**src/rtl/uhpt_pkg.sv**
```systemverilog
// Shared types and constants of the uplink HARQ process tracker.
`timescale 1ns / 1ps

package uhpt_pkg;

  localparam int NUM_PROCESSES = 16;
  localparam int ADDR_W        = (NUM_PROCESSES > 1) ? $clog2(NUM_PROCESSES) : 1;

  localparam logic [3:0] ROUND_LIMIT_RESET = 4'd4;
  localparam logic [3:0] ROUND_MAX         = 4'd15;

  localparam logic OP_REPORT = 1'b0;
  localparam logic OP_GRANT  = 1'b1;

  typedef enum logic [1:0] {
    ST_INACTIVE   = 2'd0,
    ST_SCHEDULED  = 2'd1,
    ST_AWAIT_RETX = 2'd2
  } proc_state_t;

  typedef struct packed {
    logic       opcode;
    logic [3:0] process_id;
    logic       crc_failed;
  } in_item_t;

  typedef struct packed {
    logic [1:0]  new_state;
    logic        new_toggle;
    logic [3:0]  new_round;
    logic        released;
    logic        gave_up;
    logic        bad_report;
    logic [31:0] error_total;
  } out_item_t;

  typedef struct packed {
    proc_state_t state;
    logic        toggle;
    logic [3:0]  round;
  } entry_t;

  localparam int ENTRY_W = $bits(entry_t);

  typedef struct packed {
    entry_t entry;
    logic   released;
    logic   gave_up;
    logic   bad_report;
    logic   write;
  } upd_t;

endpackage

```
**src/rtl/uhpt_ram.sv**
```systemverilog
// Generic single-port-write, single-port-read RAM with registered read data.
`timescale 1ns / 1ps

module uhpt_ram #(
  parameter int WIDTH = 8,
  parameter int DEPTH = 16,
  parameter int AW    = (DEPTH > 1) ? $clog2(DEPTH) : 1
) (
  input  logic             clk,
  input  logic             we,
  input  logic [AW-1:0]    waddr,
  input  logic [WIDTH-1:0] wdata,
  input  logic             re,
  input  logic [AW-1:0]    raddr,
  output logic [WIDTH-1:0] rdata
);

  logic [WIDTH-1:0] mem [DEPTH];
  logic [WIDTH-1:0] rdata_r;

  always_ff @(posedge clk) begin
    if (we) begin
      mem[waddr] <= wdata;
    end
    if (re) begin
      rdata_r <= mem[raddr];
    end
  end

  assign rdata = rdata_r;

endmodule

```
**src/rtl/uhpt_update.sv**
```systemverilog
// Per-item entry update: grant, CRC pass/fail, give-up and bad report decisions.
`timescale 1ns / 1ps

module uhpt_update (
  input  uhpt_pkg::in_item_t item,
  input  uhpt_pkg::entry_t   entry,
  input  logic [3:0]         round_limit,
  input  logic               in_range,
  output uhpt_pkg::upd_t     upd
);

  logic [3:0]       limit;
  logic [3:0]       round_inc;
  uhpt_pkg::entry_t step;

  always_comb begin
    limit     = (round_limit == 4'd0) ? 4'd1 : round_limit;
    round_inc = (entry.round == uhpt_pkg::ROUND_MAX) ? entry.round : entry.round + 4'd1;
    step      = entry;

    upd.entry      = entry;
    upd.released   = 1'b0;
    upd.gave_up    = 1'b0;
    upd.bad_report = 1'b0;
    upd.write      = 1'b0;

    if (!in_range) begin
      upd.entry      = '{state: uhpt_pkg::ST_INACTIVE, toggle: 1'b0, round: 4'd0};
      upd.bad_report = (item.opcode == uhpt_pkg::OP_REPORT);
    end else if (item.opcode == uhpt_pkg::OP_GRANT) begin
      upd.entry.state = uhpt_pkg::ST_SCHEDULED;
      upd.write       = 1'b1;
    end else if (entry.state != uhpt_pkg::ST_SCHEDULED) begin
      upd.bad_report = 1'b1;
    end else begin
      if (!item.crc_failed) begin
        step.toggle  = ~entry.toggle;
        step.round   = 4'd0;
        step.state   = uhpt_pkg::ST_INACTIVE;
        upd.released = 1'b1;
      end else begin
        step.round = round_inc;
        step.state = uhpt_pkg::ST_AWAIT_RETX;
      end
      // out of rounds: free the process and flip the toggle
      if (!(step.round < limit)) begin
        step.toggle  = ~step.toggle;
        step.state   = uhpt_pkg::ST_INACTIVE;
        step.round   = 4'd0;
        upd.released = 1'b1;
        upd.gave_up  = 1'b1;
      end
      upd.entry = step;
      upd.write = 1'b1;
    end
  end

endmodule

```
**src/rtl/ul_harq_process_tracker_core.sv**
```systemverilog
// Top level of the uplink HARQ process tracker: handshakes, table RAM and error total.
`timescale 1ns / 1ps

// Uplink HARQ process tracker. Each item is either a grant (opcode 1), which marks
// a process scheduled, or a CRC report (opcode 0), which passes or fails a
// scheduled process; a report on a process that is not scheduled is flagged as a
// bad report and changes nothing. Every item yields exactly one result item with
// the process entry after the step, the released / gave_up / bad_report flags and
// the saturating total of given-up processes. Throughput is one item per clock
// while the output is not stalled. The table RAM read is registered with the item;
// update, write-back and output register follow. A write-back that lands on the
// entry the next item is reading is forwarded, so back-to-back items on the same
// process see fresh state. The table holds state, toggle and round per process in
// one RAM; a valid bit per entry, cleared by reset, makes never-written entries
// read as inactive with zero toggle and round, so no clearing pass is needed after
// reset. round_limit is written through cfg_we/cfg_wdata; the user must write it
// only while the block is idle, not enforced by the block; a value of 0 acts as 1.
module ul_harq_process_tracker_core (
  input  logic                clk,
  input  logic                rst_n,

  input  logic                in_valid,
  output logic                in_ready,
  input  uhpt_pkg::in_item_t  in_data,

  output logic                out_valid,
  input  logic                out_ready,
  output uhpt_pkg::out_item_t out_data,

  input  logic                cfg_we,
  input  logic [3:0]          cfg_wdata
);

  localparam int AW = uhpt_pkg::ADDR_W;

  // config
  logic [3:0] round_limit_r;

  // stage 1: RAM data arrives, entry is updated
  logic                s1_valid_r;
  uhpt_pkg::in_item_t  s1_item_r;
  logic [AW-1:0]       s1_addr;
  logic                s1_in_range;
  logic                s1_go;

  // forwarding of the write-back that coincided with this item's read
  logic                fwd_hit_r;
  uhpt_pkg::entry_t    fwd_entry_r;

  // per-entry valid bits, cleared by reset
  logic [uhpt_pkg::NUM_PROCESSES-1:0] valid_r;

  // output register
  logic                out_valid_r;
  uhpt_pkg::out_item_t out_data_r;

  logic [31:0]         err_cnt_r;
  logic [31:0]         err_cnt_nxt;

  logic                in_accept;
  logic [AW-1:0]       rd_addr;
  logic [uhpt_pkg::ENTRY_W-1:0] ram_rdata;
  logic                wr_en;
  uhpt_pkg::entry_t    cur_entry;
  uhpt_pkg::upd_t      upd;

  // handshakes
  assign s1_go     = s1_valid_r && (!out_valid_r || out_ready);
  assign in_ready  = !s1_valid_r || s1_go;
  assign in_accept = in_valid && in_ready;

  assign rd_addr     = AW'(in_data.process_id);
  assign s1_addr     = AW'(s1_item_r.process_id);
  assign s1_in_range = (32'(s1_item_r.process_id) < 32'(uhpt_pkg::NUM_PROCESSES));

  assign wr_en = s1_go && upd.write;

  uhpt_ram #(
    .WIDTH (uhpt_pkg::ENTRY_W),
    .DEPTH (uhpt_pkg::NUM_PROCESSES)
  ) u_table (
    .clk   (clk),
    .we    (wr_en),
    .waddr (s1_addr),
    .wdata (upd.entry),
    .re    (in_accept),
    .raddr (rd_addr),
    .rdata (ram_rdata)
  );

  // current entry: forwarded write-back, else RAM if ever written, else reset value
  always_comb begin
    if (fwd_hit_r) begin
      cur_entry = fwd_entry_r;
    end else if (s1_in_range && valid_r[s1_addr]) begin
      cur_entry = uhpt_pkg::entry_t'(ram_rdata);
    end else begin
      cur_entry = '{state: uhpt_pkg::ST_INACTIVE, toggle: 1'b0, round: 4'd0};
    end
  end

  uhpt_update u_update (
    .item        (s1_item_r),
    .entry       (cur_entry),
    .round_limit (round_limit_r),
    .in_range    (s1_in_range),
    .upd         (upd)
  );

  // saturating give-up total
  always_comb begin
    err_cnt_nxt = err_cnt_r;
    if (upd.gave_up && (err_cnt_r != 32'hFFFF_FFFF)) begin
      err_cnt_nxt = err_cnt_r + 32'd1;
    end
  end

  // control state
  always_ff @(posedge clk) begin
    if (!rst_n) begin
      round_limit_r <= uhpt_pkg::ROUND_LIMIT_RESET;
      s1_valid_r    <= 1'b0;
      out_valid_r   <= 1'b0;
      fwd_hit_r     <= 1'b0;
      valid_r       <= '0;
      err_cnt_r     <= 32'd0;
    end else begin
      if (cfg_we) begin
        round_limit_r <= cfg_wdata;
      end
      if (in_accept) begin
        s1_valid_r <= 1'b1;
        fwd_hit_r  <= wr_en && (s1_addr == rd_addr);
      end else if (s1_go) begin
        s1_valid_r <= 1'b0;
      end
      if (s1_go) begin
        out_valid_r <= 1'b1;
        err_cnt_r   <= err_cnt_nxt;
      end else if (out_ready) begin
        out_valid_r <= 1'b0;
      end
      if (wr_en) begin
        valid_r[s1_addr] <= 1'b1;
      end
    end
  end

  // payload
  always_ff @(posedge clk) begin
    if (in_accept) begin
      s1_item_r   <= in_data;
      fwd_entry_r <= upd.entry;
    end
    if (s1_go) begin
      out_data_r.new_state   <= upd.entry.state;
      out_data_r.new_toggle  <= upd.entry.toggle;
      out_data_r.new_round   <= upd.entry.round;
      out_data_r.released    <= upd.released;
      out_data_r.gave_up     <= upd.gave_up;
      out_data_r.bad_report  <= upd.bad_report;
      out_data_r.error_total <= err_cnt_nxt;
    end
  end

  assign out_valid = out_valid_r;
  assign out_data  = out_data_r;

endmodule

```
**config.mk**
```make
export PLATFORM = sky130hd
export DESIGN_NAME = ul_harq_process_tracker_core
export DESIGN_NICKNAME = d
export VERILOG_FILES = /design/src/rtl/uhpt_pkg.sv /design/src/rtl/uhpt_ram.sv /design/src/rtl/uhpt_update.sv /design/src/rtl/ul_harq_process_tracker_core.sv
export SDC_FILE = /design/constraint.sdc
export NUM_CORES = 1
export LEC_CHECK = 0
export BUFFER_PORTS_ARGS = -buffer_cell sky130_fd_sc_hd__buf_4
export CAP_MARGIN = 20
export CORE_UTILIZATION = 40
export DETAILED_ROUTE_END_ITERATION = 10
export PLACE_DENSITY_LB_ADDON = 0.15
export SKIP_CTS_REPAIR_TIMING = 1
export SYNTH_ARGS = -nofsm -noshare
export SYNTH_HDL_FRONTEND = slang
export SYNTH_SLANG_ARGS = --single-unit
```
**constraint.sdc**
```tcl
create_clock -name clk -period 7.4 [get_ports clk]
set_input_delay 1.48 -clock clk [delete_from_list [all_inputs] [get_ports clk]]
set_output_delay 1.48 -clock clk [all_outputs]
set_load 0.005 [all_outputs]
```
Word level (Yosys, flattened, before mapping). Memory sizes are Yosys's and may differ from the RTL's. A register that Yosys moved wholly into a read port is not among the register bits. Index checks and enable logic that the tools add are counted.

$lt $le $gt $ge: 3. Muxes and demuxes: 31. Bitwise operators: 3. Add/sub/neg operators: 2. Eq/ne operators: 4. Reductions and logical operators: 14.

Operators by type and width (count): $add A32 B1 Y32 const B (1); $mux W32 (1); $ne A32 B32 Y1 const B (1); $mux W7 (3); $mux W4 (5); $or A16 B16 Y16 (1); $mux W1 (15); $mux W9 (1); $mux W8 (1); $logic_and A1 B1 Y1 (6); $mux W2 (3); $lt A4 B5 Y1 const B (1); $add A4 B1 Y4 const B (1); $bmux W1 S4 (1); $demux W1 S4 (1); $eq A4 B4 Y1 (1); $eq A4 B4 Y1 const B (1); $ge A4 B1 Y1 const B (1); $logic_not A4 Y1 (1); $lt A4 B4 Y1 (1); $reduce_bool A2 Y1 (2); $logic_not A1 Y1 (2); $logic_or A1 B1 Y1 (2); $ne A2 B1 Y1 const B (1); 2 further kinds (3).

Memories kept: 1. Register bits after elaboration: 110. RAM bits: 112. Bits of input ports: 15. Output and inout port bits: 44.

Memory list: u_table.mem (words 16, bits a word 7, read ports 1, clocked after Yosys merged registers in 1, write ports 1, RTL line uhpt_ram.sv:18) `logic [WIDTH-1:0] mem [DEPTH];`.

Depth between registers and ports, before layout.
Word-level depth: 15. Depth in mapped cells: 27. Mapped depth without buffers: 22.

Cells and area by module. A second synthesis with hierarchy kept.

Cell total of the unflattened synthesis: 744. Area total of the unflattened synthesis: 9967.1 sq um.

Modules (own cells, without submodules): ul_harq_process_tracker_core (seq. area each 2752.6 sq um, area an instance 5001.0 sq um, cells an instance 482, instances 1); uhpt_ram (seq. area each 3573.4 sq um, area an instance 4600.7 sq um, cells an instance 203, instances 1); uhpt_update (seq. area each 0.0 sq um, area an instance 365.4 sq um, cells an instance 59, instances 1).

Worst setup path before layout. No wires, ideal clock.

Kind: register to register. Start point: register s1_item_r (netlist bit s1_addr[1]). End point: register fwd_entry_r[0] in the netlist's numbering, data pin. Stages on the path, launching flop included: 24. Arrival time: 4.941 ns. Slack: 2.113 ns. Setup time: 0.346 ns. Clock period less this slack: 5.287 ns. Data required time: 7.054 ns. Path through: edfxtp_1 > buf_6 > mux4_2 > o211ai_1 > nand2_1 > a22oi_1 > inv_1 > ha_1 > clkbuf_1 > and4_1 > o21ai_0 > nor2_1 > a21oi_1 > nor2_1 > ha_1 > o21ai_0 > a21oi_1 > and2_1 > a221oi_1 > or2_2 > clkbuf_1 > and2_1 > a21oi_1 > o21ai_0.

Cells in the longest elaborated chain, start to end: 13. Elaborated cells on any way between the ends: 15. Those cells by class: add/sub (1); order compare (1); eq/ne (2); mux (11).

Ends and longest elaborated chain: from (decl) (RTL line ul_harq_process_tracker_core.sv:41) `uhpt_pkg::in_item_t s1_item_r;`; from (signal assigned) (RTL line ul_harq_process_tracker_core.sv:152) `s1_item_r <= in_data;`; $bmux W1 S4 (*) (RTL line ul_harq_process_tracker_core.sv:95) `end else if (s1_in_range && valid_r[s1_addr]) begin`; $mux W1 (not written as such) (*) (RTL line ul_harq_process_tracker_core.sv:95); $mux W7 (*) (RTL line ul_harq_process_tracker_core.sv:95); $mux W7 (*) (RTL line ul_harq_process_tracker_core.sv:93) `if (fwd_hit_r) begin`; $add A4 B1 Y4 / $eq A4 B4 Y1 (equally long branches) (RTL line uhpt_update.sv:18) `round_inc = (entry.round == uhpt_pkg::ROUND_MAX) ? entry.round : entry.round + 4'd1;`; $mux W4 (RTL line uhpt_update.sv:18); $mux W4 (RTL line uhpt_update.sv:36) `if (!item.crc_failed) begin`; $mux W4 (RTL line uhpt_update.sv:33) `end else if (entry.state != uhpt_pkg::ST_SCHEDULED) begin`; $mux W4 (RTL line uhpt_update.sv:30) `end else if (item.opcode == uhpt_pkg::OP_GRANT) begin`; $lt A4 B4 Y1 (RTL line uhpt_update.sv:46) `if (!(step.round < limit)) begin`; $mux W7 (RTL line uhpt_update.sv:46); $mux W9 (RTL line uhpt_update.sv:33); $mux W8 (*) (RTL line uhpt_update.sv:30); net u_table.wdata[0] (RTL line uhpt_ram.sv:12) `input logic [WIDTH-1:0] wdata,`; to (signal assigned) (RTL line ul_harq_process_tracker_core.sv:153) `fwd_entry_r <= upd.entry;`; to (decl) (RTL line ul_harq_process_tracker_core.sv:48) `uhpt_pkg::entry_t fwd_entry_r;`.

Mark *: on every way through the listed nets, which the timed path passes. The rest lies on a longest branch. The select of a mux whose other input is x is not followed. A chain may end at the register's enable or synchronous reset.

Worst setup path in the final report.
Start point: register s1_item_r (netlist bit s1_addr[1]). End point: memory u_table.mem[2][0] in the netlist's numbering, data pin.

Cells in the longest elaborated chain, start to end: 13. Elaborated cells on any way between the ends: 15. Those cells by class: add/sub (1); order compare (1); eq/ne (2); mux (11).

Ends and longest elaborated chain (RTL line): $bmux W1 S4 (*) (ul_harq_process_tracker_core.sv:95); $mux W1 (not written as such) (*) (ul_harq_process_tracker_core.sv:95); $mux W7 (*) (ul_harq_process_tracker_core.sv:95); $mux W7 (*) (ul_harq_process_tracker_core.sv:93); $add A4 B1 Y4 / $eq A4 B4 Y1 (equally long branches) (uhpt_update.sv:18); $mux W4 (uhpt_update.sv:18); $mux W4 (uhpt_update.sv:36); $mux W4 (uhpt_update.sv:33); $mux W4 (uhpt_update.sv:30); $lt A4 B4 Y1 (uhpt_update.sv:46); $mux W7 (uhpt_update.sv:46); $mux W9 (uhpt_update.sv:33); $mux W8 (*) (uhpt_update.sv:30); net u_table.wdata[0] (uhpt_ram.sv:12); to (decl) (uhpt_ram.sv:18).

Marks and branches as above.

==> results.md <==
- Worst-Margin Slew: roughly 1.1 ns
- Clock power share: 44.9%
- VDD IR-drop max: 0.151 mV
- Maximum clock rate: between 0.15 and 0.2 GHz
- Die height: 158 um
- Endpoints failing hold: 0
- Int Pwr: about 2.3 mW
- Largest net degree at the start of global routing: between 60 and 70
- Number of flops mapped to enable cells by yosys: between 150 and 200
- Final Util: ~48%
- Slew Viols, Final: 0
- Avg WL per Cell: 20.0 um
- GP Congestion: 0.857
- Clock Path Buffers: 3
- Root buf cell: clkbuf_16
- LEAKAGE: slightly above 4 nW
- Worst Clk Skew: 0.0257 ns
- Reg2Reg Depth: 20
- Antenna-violating nets left: 0
- # IOs: slightly below 60
- Cells after Synth: 681
- Row count: 56
- Mapped Nets: around 700
- Initial DRC count: ~440
- Synthesis-to-layout area growth: 17.9%
- Non-Filler Instances: roughly 1100
- Clk sinks: between 200 and 250
- Max-cap violations: 0
- Drt total wl: roughly 22 mm
- Seq/Total Area, Yosys: 65.3%
- Hold depth: 1
- Hold Startpoint: valid_r[0]$_SDFFE_PN0P_
- Async SR Flop Fraction: 0%
- Switch Pwr: 0.584 mW
- Die width: about 160 um
- Yosys top cell by area: edfxtp_1
- Total die area: ~25000 um^2
- Via density: between 5 and 6
- Mapped Area: between 9000 and 10000 um^2
- Synth area leaders: edfxtp_1, dfxtp_1, mux4_2, xor2_1, nor2_1
- Crit path max fanout: 18
- Sequential power share: 50.0%
- Layout fillers: between 2000 and 2500
- Cell Pwr Density: 250 nW/um^2
- Gr usage total: between 10% and 20%
- Via count: 5808
- Combinational power share: a little over 5%
- Worst reg2reg startpoint: s1_addr[1]$_DFFE_PP_
- Starting Density: 41.0%
- Total Nets Final: between 700 and 800
- H-tree levels: 1
- Rel. slew slack: between 20% and 30%
- CTS tree: done
- Run status: finished clean
- Worst hold path type: reg2reg
- Synth top area share: between 50% and 60%
- # setup viols final: 0
- ANT cells: 0
- CTS Buf Count: 24
- Drt first pass iters: 5
- Avg Cell Area, Syn: between 10 and 15 um^2
- First-pass GRT wire length: between 30 and 40 mm
- Startpoint types: flip-flop
- Crit path kind: reg2reg
- Most common flop cell mapped by yosys: edfxtp_1
- I/O Buffers: 58
- Period utilization: 82.2%
- Initial antenna violation count: 0
- Synth Register Bits: 229
- Total grt overflow: 0
- Share of cells above drive strength 1: approximately 22%
- Netlist cell types: between 50 and 60
- Switching part of the total power: about 20%
- WP data required: 7.55 ns
- Setup repair after global routing missed its margin: no
- Fin crit period: 6.08 ns
- Core ar.: 23600 um^2
- Vias in the first global route: between 5000 and 6000
- YS warnings: 0
- Clk_lat worst skew: 0.52 ns
- Placed insts: 1033
- CP Capture Type: flip-flop
- Clock-pin slew on the worst setup and hold paths: approximately 0.06 ns
- Setup crit start: s1_addr[1]$_DFFE_PP_
- # DRC: 0
- Hold slack: 0.464 ns
- Setup tns final: 0 ns
- Post-DP HPWL: about 14 mm
- WP data arrival: 6.23 ns
## power groups by stage
stage / Combinational, mW / Clock [mW] / Sequential (mW)
after floorplan: 0.0890 / 0 / 1.45
after global placement: 0.137 / 0 / 1.46
after detailed placement: 0.142 / 0 / 1.46
after CTS: 0.143 / 1.32 / 1.43
after global routing: 0.157 / 1.36 / 1.43
final: 0.145 / 1.29 / 1.43
## stage by stage
stage	area, um^2	power (mW)	setup WS (ns)
after global placement	10400	1.60	1.56
after CTS	11400	2.89	1.31
after global routing	11400	2.95	0.862
after detailed placement	10500	1.60	1.34
final	11400	2.86	1.32
after floorplan	9690	1.54	2.11
## cell usage after synthesis (2+ instances only)
master / n
mux2i_1: 13
a21boi_1: 2
o21a_1: 21
o31ai_1: 2
nor4_1: 9
buf_6: 3
clkbuf_1: 29
or2_2: 4
a22o_1: 2
nand2b_1: 9
xor2_1: 36
buf_1: 3
inv_1: 15
and3_1: 4
dfxtp_1: 55
nand2_1: 36
o31a_1: 3
edfxtp_1: 174
nand4_1: 10
and4_1: 5
xnor2_1: 10
nor3_1: 14
mux2_2: 2
o211ai_1: 3
nand3_1: 13
nor2b_1: 9
and2_1: 15
mux4_2: 36
nor2_1: 51
a21boi_0: 13
ha_1: 5
o21ai_0: 19
buf_2: 2
or3_1: 17
a22oi_1: 7
a21oi_1: 9
a31oi_1: 2
## layer usage
layer	routed length (um)	GRT usage (%)	part of all wire, %
met2	10400	29.1	48
met1	9840	24.5	45
met5	0	0	0
met3	1070	2.82	4.9
met4	333	4.35	1.5
## sequential cells by signal (all words and copies together) (netlist names)
| register | flops |
|---|---|
| err_cnt_r | 32 |
| fwd_entry_r | 7 |
| fwd_hit_r | 1 |
| out_data | 42 |
| out_valid | 1 |
| round_limit_r | 4 |
| s1_addr | 4 |
| s1_item_r | 2 |
| s1_valid_r | 1 |
| u_table.mem | 112 |
| u_table.rdata | 7 |
| valid_r | 16 |
## logic make-up after synthesis
family,synth area share (%)
flops,65.3
simple gates,10.9
compound gates,6.70
buf+inv,2.35
mux,9.94
xor+xnor,4.16
fa+ha+maj,0.645
## layout by cell type, fill, tap and decap left out, types with 13 or more instances in the layout
cell	netlist	final
a21boi_0	13	13
and2_1	15	15
buf_4	1	70
clkbuf_16	0	24
dfxtp_1	55	55
edfxtp_1	174	174
inv_1	15	14
mux2i_1	13	13
mux4_2	36	36
nand2_1	36	36
nand3_1	13	13
nor2_1	51	51
o21a_1	21	21
o21ai_0	19	17
or3_1	17	17
xor2_1	36	36
## layout make-up
type | instances | area (um^2) | share of cell area (%)
clock buffer | 31 | 657 | 5.75
multi-input combinational | 399 | 3160 | 27.7
timing repair buffer | 77 | 629 | 5.51
sequential | 229 | 6330 | 55.4
tap | 319 | 399 | 3.49
clock inverter | 13 | 196 | 1.72
inverter | 15 | 56.3 | 0.493
## worst max-delay path: stages, from the launching register on
cell,delay (ns)
edfxtp_1,0.60
mux4_2,0.57
o211ai_1,0.24
nand2_1,0.27
a22oi_1,0.38
inv_1,0.09
ha_1,0.30
and4_1,0.23
o21ai_0,0.30
nor2_1,0.07
a21oi_1,0.14
nor2_1,0.06
ha_1,0.21
a211oi_1,0.19
o21ai_0,0.14
and2_1,0.22
a221oi_1,0.27
or2_2,0.23
and2_1,0.22
a21oi_1,0.11
o21ai_1,0.86
## final timing paths
kind	endpoint	slack, ns
setup / recovery	u_table.mem[2][0]$_DFFE_PP_	1.32
hold / removal	valid_r[0]$_SDFFE_PN0P_	0.46
setup reg to reg	u_table.mem[2][0]$_DFFE_PP_	1.32
hold reg to reg	valid_r[0]$_SDFFE_PN0P_	0.46
(Power assumes the default switching activity.)
